## src/hw/rtl/debounced_long_press_detector_top_assert.svh

```systemverilog
// Assertion macros for the debounced long-press detector.
`ifndef DEBOUNCED_LONG_PRESS_DETECTOR_TOP_ASSERT_SVH
`define DEBOUNCED_LONG_PRESS_DETECTOR_TOP_ASSERT_SVH

`ifndef SYNTH

// Checks prop at every rising edge of clk while reset is released.
`define DLPD_ASSERT(label, clk, rst_n, prop, msg) \
  label: assert property (@(posedge clk) disable iff (!rst_n) prop) else $error(msg);

// Checks prop at every rising edge of clk, reset included.
`define DLPD_ASSERT_ALWAYS(label, clk, prop, msg) \
  label: assert property (@(posedge clk) prop) else $error(msg);

`else

`define DLPD_ASSERT(label, clk, rst_n, prop, msg)
`define DLPD_ASSERT_ALWAYS(label, clk, prop, msg)

`endif

`endif

```

## src/hw/rtl/dlpd_pkg.sv

```systemverilog
// Types, constants and register indexes of the debounced long-press detector.
`timescale 1ns / 1ps

package dlpd_pkg;

  localparam int unsigned DEBOUNCE_W = 16;
  localparam int unsigned HOLD_W = 20;
  localparam int unsigned TOTAL_W = 16;
  localparam int unsigned CFG_IDX_W = 1;
  localparam int unsigned CFG_DATA_W = 20;
  localparam int unsigned IN_TDATA_W = 8;
  localparam int unsigned OUT_TDATA_W = 24;

  localparam int unsigned PRESS_COUNT_WIDTH_DEF = 16;

  localparam logic [DEBOUNCE_W-1:0] DEBOUNCE_TARGET_RST = 16'd50;
  localparam logic [HOLD_W-1:0] LONG_PRESS_TICKS_RST = 20'd37500;

  typedef enum logic [CFG_IDX_W-1:0] {
    REG_DEBOUNCE_TARGET  = 1'b0,
    REG_LONG_PRESS_TICKS = 1'b1
  } reg_idx_e;

  // One result item, packed with the last field in the lowest bits.
  typedef struct packed {
    logic [TOTAL_W-1:0] press_total;
    logic               pressed_sticky;
    logic               long_press;
    logic               press_registered;
  } res_t;

  // State visible to the checks in the top level.
  typedef struct packed {
    logic               edge_armed;
    logic               deb_running;
    logic               pressed_flag;
    logic [TOTAL_W-1:0] press_total;
  } sts_t;

endpackage

```

## src/hw/rtl/debounced_long_press_detector_top.sv

```systemverilog
// Top level of the debounced long-press detector.
//
//   channel  direction  transfer when              payload
//   s_axis   in         s_axis_tvalid & tready     tdata[0] level
//   m_axis   out        m_axis_tvalid & tready     tdata[0] press_registered,
//                                                  [1] long_press, [2] pressed_sticky,
//                                                  [18:3] press_total
//   cfg      in         cfg_we_i                   cfg_idx_i, cfg_data_i
//
// One tick per cycle while the output is not stalled: a sample sits in the
// input register, the state update runs in one pass, and the result lands in
// the output register, from which it can transfer out.
// Reset restores the register defaults and the idle state. A stall at the
// output holds the input register, and input ready drops only when both
// registers are full and the output is not taken.
`timescale 1ns / 1ps
`include "debounced_long_press_detector_top_assert.svh"

module debounced_long_press_detector_top import dlpd_pkg::*; #(
  parameter int unsigned PressCountWidth = PRESS_COUNT_WIDTH_DEF
) (
  input  logic                   clk_i,
  input  logic                   rst_ni,
  input  logic                   cfg_we_i,
  input  logic [CFG_IDX_W-1:0]   cfg_idx_i,
  input  logic [CFG_DATA_W-1:0]  cfg_data_i,
  input  logic                   s_axis_tvalid,
  output logic                   s_axis_tready,
  // [0] level, [7:1] zero
  input  logic [IN_TDATA_W-1:0]  s_axis_tdata,
  output logic                   m_axis_tvalid,
  input  logic                   m_axis_tready,
  // [0] press_registered, [1] long_press, [2] pressed_sticky, [18:3] press_total,
  // [23:19] zero
  output logic [OUT_TDATA_W-1:0] m_axis_tdata
);

  logic s1_valid_q, s1_valid_d;
  logic s1_level_q;
  logic advance;
  logic out_space;
  logic s_xfer;
  res_t core_res;
  res_t out_res;
  sts_t sts;

  assign advance = s1_valid_q && out_space;
  assign s_axis_tready = !s1_valid_q || advance;
  assign s_xfer = s_axis_tvalid && s_axis_tready;

  always_comb begin
    s1_valid_d = s1_valid_q;
    if (s_xfer) begin
      s1_valid_d = 1'b1;
    end else if (advance) begin
      s1_valid_d = 1'b0;
    end
  end

  always_ff @(posedge clk_i or negedge rst_ni) begin
    if (!rst_ni) begin
      s1_valid_q <= 1'b0;
    end else begin
      s1_valid_q <= s1_valid_d;
    end
  end

  always_ff @(posedge clk_i) begin
    if (s_xfer) begin
      s1_level_q <= s_axis_tdata[0];
    end
  end

  dlpd_core #(
    .PressCountWidth(PressCountWidth)
  ) u_core (
    .clk_i     (clk_i),
    .rst_ni    (rst_ni),
    .cfg_we_i  (cfg_we_i),
    .cfg_idx_i (cfg_idx_i),
    .cfg_data_i(cfg_data_i),
    .step_i    (advance),
    .level_i   (s1_level_q),
    .res_o     (core_res),
    .sts_o     (sts)
  );

  dlpd_out_reg u_out_reg (
    .clk_i  (clk_i),
    .rst_ni (rst_ni),
    .load_i (advance),
    .data_i (core_res),
    .ready_i(m_axis_tready),
    .space_o(out_space),
    .valid_o(m_axis_tvalid),
    .data_o (out_res)
  );

  assign m_axis_tdata = {(OUT_TDATA_W - $bits(res_t))'(0), out_res};

  // Edge detection is off only while a debounce count is running.
  `DLPD_ASSERT(a_disarm_runs, clk_i, rst_ni, !sts.edge_armed |-> sts.deb_running, "disarmed without debounce count")
  `DLPD_ASSERT(a_sticky_holds, clk_i, rst_ni, sts.pressed_flag |=> sts.pressed_flag, "pressed flag cleared")
  `DLPD_ASSERT(a_confirm_sticky, clk_i, rst_ni, m_axis_tvalid && out_res.press_registered |-> out_res.pressed_sticky, "press without sticky flag")
  `DLPD_ASSERT(a_stall_holds, clk_i, rst_ni, s1_valid_q && !advance |=> $stable(sts.press_total), "state moved while stalled")

endmodule

```

## src/hw/rtl/dlpd_core.sv

```systemverilog
// Per-tick debounce, hold counter and long-press state update.
`timescale 1ns / 1ps

module dlpd_core import dlpd_pkg::*; #(
  parameter int unsigned PressCountWidth = PRESS_COUNT_WIDTH_DEF
) (
  input  logic                  clk_i,
  input  logic                  rst_ni,
  input  logic                  cfg_we_i,
  input  logic [CFG_IDX_W-1:0]  cfg_idx_i,
  input  logic [CFG_DATA_W-1:0] cfg_data_i,
  input  logic                  step_i,
  input  logic                  level_i,
  output res_t                  res_o,
  output sts_t                  sts_o
);

  logic [DEBOUNCE_W-1:0]      target_q, target_d;
  logic [HOLD_W-1:0]          lp_ticks_q, lp_ticks_d;
  logic                       prev_q, prev_d;
  logic                       armed_q, armed_d;
  logic [DEBOUNCE_W-1:0]      deb_q, deb_d;
  logic [HOLD_W-1:0]          hold_q, hold_d;
  logic                       det_q, det_d;
  logic                       flag_q, flag_d;
  logic [PressCountWidth-1:0] cnt_q, cnt_d;
  logic                       confirm;
  logic                       longp;
  logic                       edge_hit;

  always_comb begin
    target_d = target_q;
    lp_ticks_d = lp_ticks_q;
    if (cfg_we_i) begin
      unique case (reg_idx_e'(cfg_idx_i))
        REG_DEBOUNCE_TARGET:  target_d = cfg_data_i[DEBOUNCE_W-1:0];
        REG_LONG_PRESS_TICKS: lp_ticks_d = cfg_data_i[HOLD_W-1:0];
        default:              target_d = target_q;
      endcase
    end
  end

  always_comb begin
    deb_d = deb_q;
    armed_d = armed_q;
    hold_d = hold_q;
    det_d = det_q;
    flag_d = flag_q;
    cnt_d = cnt_q;
    confirm = 1'b0;
    longp = 1'b0;

    // A running debounce count saturates; a low sample at or past the target confirms.
    if (deb_q != '0) begin
      deb_d = (deb_q != '1) ? deb_q + 16'd1 : deb_q;
      if (deb_q >= target_q && !level_i) begin
        confirm = 1'b1;
        flag_d = 1'b1;
        det_d = 1'b1;
        cnt_d = cnt_q + 1'b1;
        deb_d = '0;
        armed_d = 1'b1;
      end
    end

    // Edge detection sees the arming done by a confirm on this same tick.
    edge_hit = armed_d && prev_q && !level_i;
    if (edge_hit) begin
      armed_d = 1'b0;
      deb_d = 16'd1;
      hold_d = '0;
    end else if (hold_q != '1) begin
      hold_d = hold_q + 20'd1;
    end

    if (det_d && hold_d >= lp_ticks_q && !level_i) begin
      longp = 1'b1;
      det_d = 1'b0;
    end

    prev_d = level_i;
  end

  always_ff @(posedge clk_i or negedge rst_ni) begin
    if (!rst_ni) begin
      target_q <= DEBOUNCE_TARGET_RST;
      lp_ticks_q <= LONG_PRESS_TICKS_RST;
    end else begin
      target_q <= target_d;
      lp_ticks_q <= lp_ticks_d;
    end
  end

  always_ff @(posedge clk_i or negedge rst_ni) begin
    if (!rst_ni) begin
      prev_q <= 1'b1;
      armed_q <= 1'b1;
      deb_q <= '0;
      hold_q <= '0;
      det_q <= 1'b0;
      flag_q <= 1'b0;
      cnt_q <= '0;
    end else if (step_i) begin
      prev_q <= prev_d;
      armed_q <= armed_d;
      deb_q <= deb_d;
      hold_q <= hold_d;
      det_q <= det_d;
      flag_q <= flag_d;
      cnt_q <= cnt_d;
    end
  end

  assign res_o.press_registered = confirm;
  assign res_o.long_press = longp;
  assign res_o.pressed_sticky = flag_d;
  assign res_o.press_total = TOTAL_W'(cnt_d);

  assign sts_o.edge_armed = armed_q;
  assign sts_o.deb_running = (deb_q != '0);
  assign sts_o.pressed_flag = flag_q;
  assign sts_o.press_total = TOTAL_W'(cnt_q);

endmodule

```

## src/hw/rtl/dlpd_out_reg.sv

```systemverilog
// Result register of the detector with its output handshake.
`timescale 1ns / 1ps

module dlpd_out_reg import dlpd_pkg::*; (
  input  logic clk_i,
  input  logic rst_ni,
  input  logic load_i,
  input  res_t data_i,
  input  logic ready_i,
  output logic space_o,
  output logic valid_o,
  output res_t data_o
);

  logic valid_q, valid_d;
  res_t data_q;

  // The register frees up in the same cycle its item transfers out.
  assign space_o = !valid_q || ready_i;

  always_comb begin
    valid_d = valid_q;
    if (load_i) begin
      valid_d = 1'b1;
    end else if (ready_i) begin
      valid_d = 1'b0;
    end
  end

  always_ff @(posedge clk_i or negedge rst_ni) begin
    if (!rst_ni) begin
      valid_q <= 1'b0;
    end else begin
      valid_q <= valid_d;
    end
  end

  always_ff @(posedge clk_i) begin
    if (load_i) begin
      data_q <= data_i;
    end
  end

  assign valid_o = valid_q;
  assign data_o = data_q;

endmodule
```

## config.mk

```make
export PLATFORM = sky130hd
export DESIGN_NAME = debounced_long_press_detector_top
export DESIGN_NICKNAME = d
export VERILOG_FILES = /design/src/hw/rtl/dlpd_pkg.sv /design/src/hw/rtl/debounced_long_press_detector_top.sv /design/src/hw/rtl/dlpd_core.sv /design/src/hw/rtl/dlpd_out_reg.sv
export VERILOG_INCLUDE_DIRS = /design/src /design/src/hw/rtl
export SDC_FILE = /design/constraint.sdc
export NUM_CORES = 1
export LEC_CHECK = 0
export ABC_AREA = 1
export CAP_MARGIN = 15
export CELL_PAD_IN_SITES_DETAIL_PLACEMENT = 0
export CELL_PAD_IN_SITES_GLOBAL_PLACEMENT = 1
export CORE_AREA = 2 2 123 125
export DETAILED_ROUTE_END_ITERATION = 6
export DIE_AREA = 0 0 125 127
export DONT_BUFFER_PORTS = 1
export PLACE_DENSITY = 0.84
export SLEW_MARGIN = 20
export SYNTH_ARGS = -nofsm -noshare
export SYNTH_HDL_FRONTEND = slang
export SYNTH_SLANG_ARGS = --single-unit
```

## constraint.sdc

```tcl
create_clock -name clk_i -period 8.5 [get_ports clk_i]
set_input_delay 1.7 -clock clk_i [delete_from_list [all_inputs] [get_ports clk_i]]
set_output_delay 1.7 -clock clk_i [all_outputs]
set_load 0.005 [all_outputs]
```

# Yosys cells after proc, flatten, opt, wreduce, memory -nomap -nowiden
# Cells that the tools add are included.
# word_totals
register_bits	114
in_bits	34
word_cells	66
# classes
n_addsub	3
order_cmp	2
eq_ne	2
muxes	22
bitwise_logic	1
reduce_logical	20
# ops
operator	count
16-bit 2-to-1 mux	6
20-bit 2-to-1 mux	2
16-bit by 1-bit adder with 16-bit output (second input constant)	2
20-bit by 1-bit adder with 20-bit output (second input constant)	1
20-bit >= comparator	1
20-bit inequality test (second input constant)	1
16-bit >= comparator	1
16-bit inequality test (second input constant)	1
16-bit nonzero test	1
1-bit 2-to-1 mux	14
1-bit logical AND	7
2-bit nonzero test	3
2-bit AND reduction	2
1-bit zero test	3
3-bit AND reduction	1
3-bit nonzero test	1
1-bit logical OR	2
1-bit inverter	1

# Logic depth before layout (Yosys ltp)
# logic_depth
word_depth	11
ltp_mapped	28

# Cells and area by module
# Synthesis repeated with hierarchy kept, for this count alone.
# unflattened
cells_unflattened	939
area_unflattened_um2	7100.6
# by_module_without_submodules
mod	n_inst	cells_per_inst	area_each_um2	seq_area_each_um2
dlpd_core	1	900	6361.1	2318.5
dlpd_out_reg	1	24	615.6	595.6
debounced_long_press_detector_top	1	15	123.9	55.1

# Worst setup path before layout
# OpenSTA, ideal clock, no wires.
# synth_path
path_type	input -> output
startpoint	input port m_axis_tready
endpoint	output port s_axis_tready
arrival_time_ns	1.849
t_required_ns	6.800
setup_slack_ns	4.951
stages	2
n_path_buf	0
path_cell_list	inv_1 -> nand3_1
# synth_between
elab_chain_len	3
# synth_rtl
item	line	source
start: declaration	debounced_long_press_detector_top.sv:32	input logic m_axis_tready,
1-bit logical OR	dlpd_out_reg.sv:19	assign space_o = !valid_q || ready_i;
1-bit logical AND	debounced_long_press_detector_top.sv:47	assign advance = s1_valid_q && out_space;
1-bit logical OR	debounced_long_press_detector_top.sv:48	assign s_axis_tready = !s1_valid_q || advance;
end: declaration	debounced_long_press_detector_top.sv:28	output logic s_axis_tready,
# Every way passes these cells.

==> run summary <==
status -> finished, final reports clean
Hold Crit Depth -> 2
H-Tree Depth -> 4
worst skew pair latency -> 0.41 ns
core area -> 0.0144 mm^2
GRT Max-Usage Layer -> met2
Post-DP Area -> 0.00716 mm^2
DRT antenna net count -> 0
Hold EP -> u_core.flag_q
initial antenna violation count -> 0
die height -> 127 um
setup bufs post-CTS -> 0
final core utilization -> 53.8%
num rows -> 44
min-delay worst type -> register to register
Post-synth top cells -> nand2_1, inv_1, dfrtp_1
critical-path cell list -> ha_1 -> nand2_1 -> nor2_1 -> nor2_1 -> nand2_1 -> nand2_1 -> nand2_1 -> nand2_1 -> nand2_2 -> nand3_4 -> nand2_4 -> nand2_4 -> inv_2 -> nor2_1 -> ha_1 -> nand2_1 -> inv_1 -> o21ai_0 -> nand2_1 -> a21oi_1 -> nand4_1 -> and2_1
ant diodes -> 0
clk buf depth -> 2
Die ar. -> 0.0159 mm^2
count leader, synth -> nand2_1
sequential area share after synthesis -> 41.8%
final setup fails -> 0
TritonCTS buffer count -> 17
Post-Syn Area -> 0.00711 mm^2
hold path startpoint -> u_core.flag_q
Num Clock Sinks -> 114
Final Wtd Congestion -> 0.818
register-to-register setup slack -> 4.68 ns
worst r2r path cells -> 22
Initial Utilization -> 49.3%
fraction of the mapped netlist area in simple logic gates -> 31.2%
post-cts repair resize count -> 0
Post-Layout Inst Area -> 0.00776 mm^2
Worst Path Buf+Inv -> 2
GRT Overall Usage -> 20.9%
Clk pin slew, worst setup/hold paths -> 0.05 ns
Final Total Pwr -> 1.84 mW
Setup Skew -> 0.00630 ns
most used cell, CP -> nand2_1
RSZ-0062 raised after global routing -> false
Syn Inst Count -> 919
met3 usage -> 5.23%
worst vdd ir -> 0.000158 V
num ports -> 60
DRC violations left -> 0
GR Util met2 -> 32.9%
leak pwr -> 3.87 nW
final WL -> 15800 um
Final min period -> 3.82 ns
CTS Hold Bufs -> 0
final hold violation count -> 0
number of flops mapped to enable cells by yosys -> 20
CP arrival -> 3.99 ns
multiplexer share of the synthesized area -> 0%
Final Max Slew Viols -> 0
final cycle utilization of the critical path -> 44.9%
slowest cell on the critical path -> dfrtp_1
Worst R2R End -> u_out_reg.data_o[1]
FFs w/ async S/R, synth -> 82.5%
setup TNS -> 0 ns
average size of a mapped cell -> 7.73 um^2
TritonCTS clock tree -> built
root cell of the clock tree -> clkbuf_16
Top FF cell, synth -> dfrtp_1
Hold Slack -> 0.449 ns
max-cap check violation count -> 0
Distinct cells, synth -> 43
Die Wd -> 125 um
CP max FO -> 22
warning count from the yosys run -> 0
crit-path leading delay family -> simple AND/OR/NAND/NOR gates
per-cell routed wire length -> 14.3 um
top-area cell type share of the netlist area -> 28.5%
first-pass GRT wire length -> 26900 um
combinational family with the most area after synthesis -> simple AND/OR/NAND/NOR gates
slowest stage delay, CP -> 0.52 ns
share of cells above drive strength 1 -> 8.24%
Area Overhead vs Synth -> 9.23%
initial drt markers -> 372
kind of critical path -> register to register
P per Cell Area -> 237 mW/mm^2
post-synthesis adder-cell area fraction -> 7.04%
worst slew pin tran -> 0.859 ns
GR Util met1 -> 29.7%
maximum clock rate -> 262 MHz
IO buf count -> 0
Data required, critical path -> 8.67 ns
slew margin rel. -> 42.6%
CP startpoint kind -> register
XOR/XNOR Fraction of Synth Area -> 3.57%
final net count -> 983
Vias -> 5651
largest net degree at the start of global routing -> 95
post-synth top area cell -> dfrtp_1
Synth Area in Compound Gates -> 6.62%
DR pass1 iterations -> 5
Worst Setup End Kind -> register
vias in the first global route -> 5393
largest cells by area after synthesis -> dfrtp_1, nand2_1, edfxtp_1
grt ovf -> 0
synthesized flop and latch total -> 114
vias per cell -> 5.11
Reg-to-Reg Start -> u_core.deb_q[3]
FILL cells -> 1423
Post-DP HPWL -> 10800 um
==> tightest hold or removal path, cell delays in order (launching register included) <==
cell and delay, ns:
dfrtp_1 0.32, inv_1 0.05, nand2_1 0.05
==> layout make-up <==
| class | instances | area, um^2 | area share, % |
|---|---|---|---|
| clock buffer | 22 | 465 | 6.00 |
| clock inverter | 10 | 131 | 1.69 |
| inverter | 127 | 477 | 6.14 |
| multi-input combinational | 647 | 3470 | 44.8 |
| sequential | 114 | 2970 | 38.3 |
| tap | 184 | 230 | 2.97 |
| timing repair buffer | 2 | 15.0 | 0.193 |
==> cell families (layout without fill, tap and decap cells) <==
kind of cell / count (synthesis) / after routing
adder cells (fa/ha/maj): 40 / 40
AND/OR/NAND/NOR: 483 / 483
AO/OA/AOI/OAI: 90 / 90
other: 1 / 5
XOR/XNOR: 29 / 29
flip-flops: 114 / 114
buffers and inverters: 162 / 161
==> per-layer routing <==
layer  wire, um  share of wire [%]
met1       8000                 51
met2       7070                 45
met3        575                3.6
met4        123               0.78
met5          0                  0
==> sequential cells by signal, summed over array words and instances, names as in the netlist <==
| name | cells |
|---|---|
| u_core.hold_q | 20 |
| u_core.lp_ticks_q | 20 |
| u_out_reg.data_o | 19 |
| u_core.cnt_q | 16 |
| u_core.deb_q | 16 |
| u_core.target_q | 16 |
| s1_level_q | 1 |
| s1_valid_q | 1 |
| u_core.armed_q | 1 |
| u_core.det_q | 1 |
| u_core.flag_q | 1 |
| u_core.prev_q | 1 |
| u_out_reg.valid_o | 1 |
==> cells in the final DEF, fill, tap and decap left out, types with 18 or more instances in the layout <==
cell / count
nand3_1: 60
clkbuf_16: 18
xor2_1: 21
a21oi_1: 22
inv_1: 122
nand2_1: 267
dfrtp_1: 81
ha_1: 40
edfxtp_1: 20
nand4_1: 18
o21ai_0: 55
nor2_1: 68
==> power breakdown <==
group | total (mW) | switching [mW] | internal, mW
Sequential | 0.698 | 0.0629 | 0.635
Clock | 0.726 | 0.251 | 0.476
Combinational | 0.412 | 0.268 | 0.144
==> worst max-delay path by stage <==
| stage | depth (start not counted) | endpoint | from |
|---|---|---|---|
| 3_3_place_gp | 25 | u_core.det_q | u_core.deb_q[3] |
| 5_1_grt | 22 | u_out_reg.data_o[1] | u_core.deb_q[3] |
| 3_5_place_dp | 25 | u_core.det_q | u_core.deb_q[3] |
| 2_1_floorplan | 2 | s_axis_tready | m_axis_tready |
| 4_1_cts | 25 | u_core.det_q | u_core.deb_q[3] |
| 6_report | 22 | u_out_reg.data_o[1] | u_core.deb_q[3] |
==> metrics by stage <==
| stage | worst slack [ns] | cells |
|---|---|---|
| 6_report | 4.68 | 1106 |
| 5_1_grt | 4.25 | 1106 |
| 4_1_cts | 4.65 | 1106 |
| 3_5_place_dp | 4.67 | 1074 |
| 3_3_place_gp | 4.68 | 1074 |
| 2_1_floorplan | 4.95 | 923 |
Note: power is estimated with default switching activity, not from simulation.
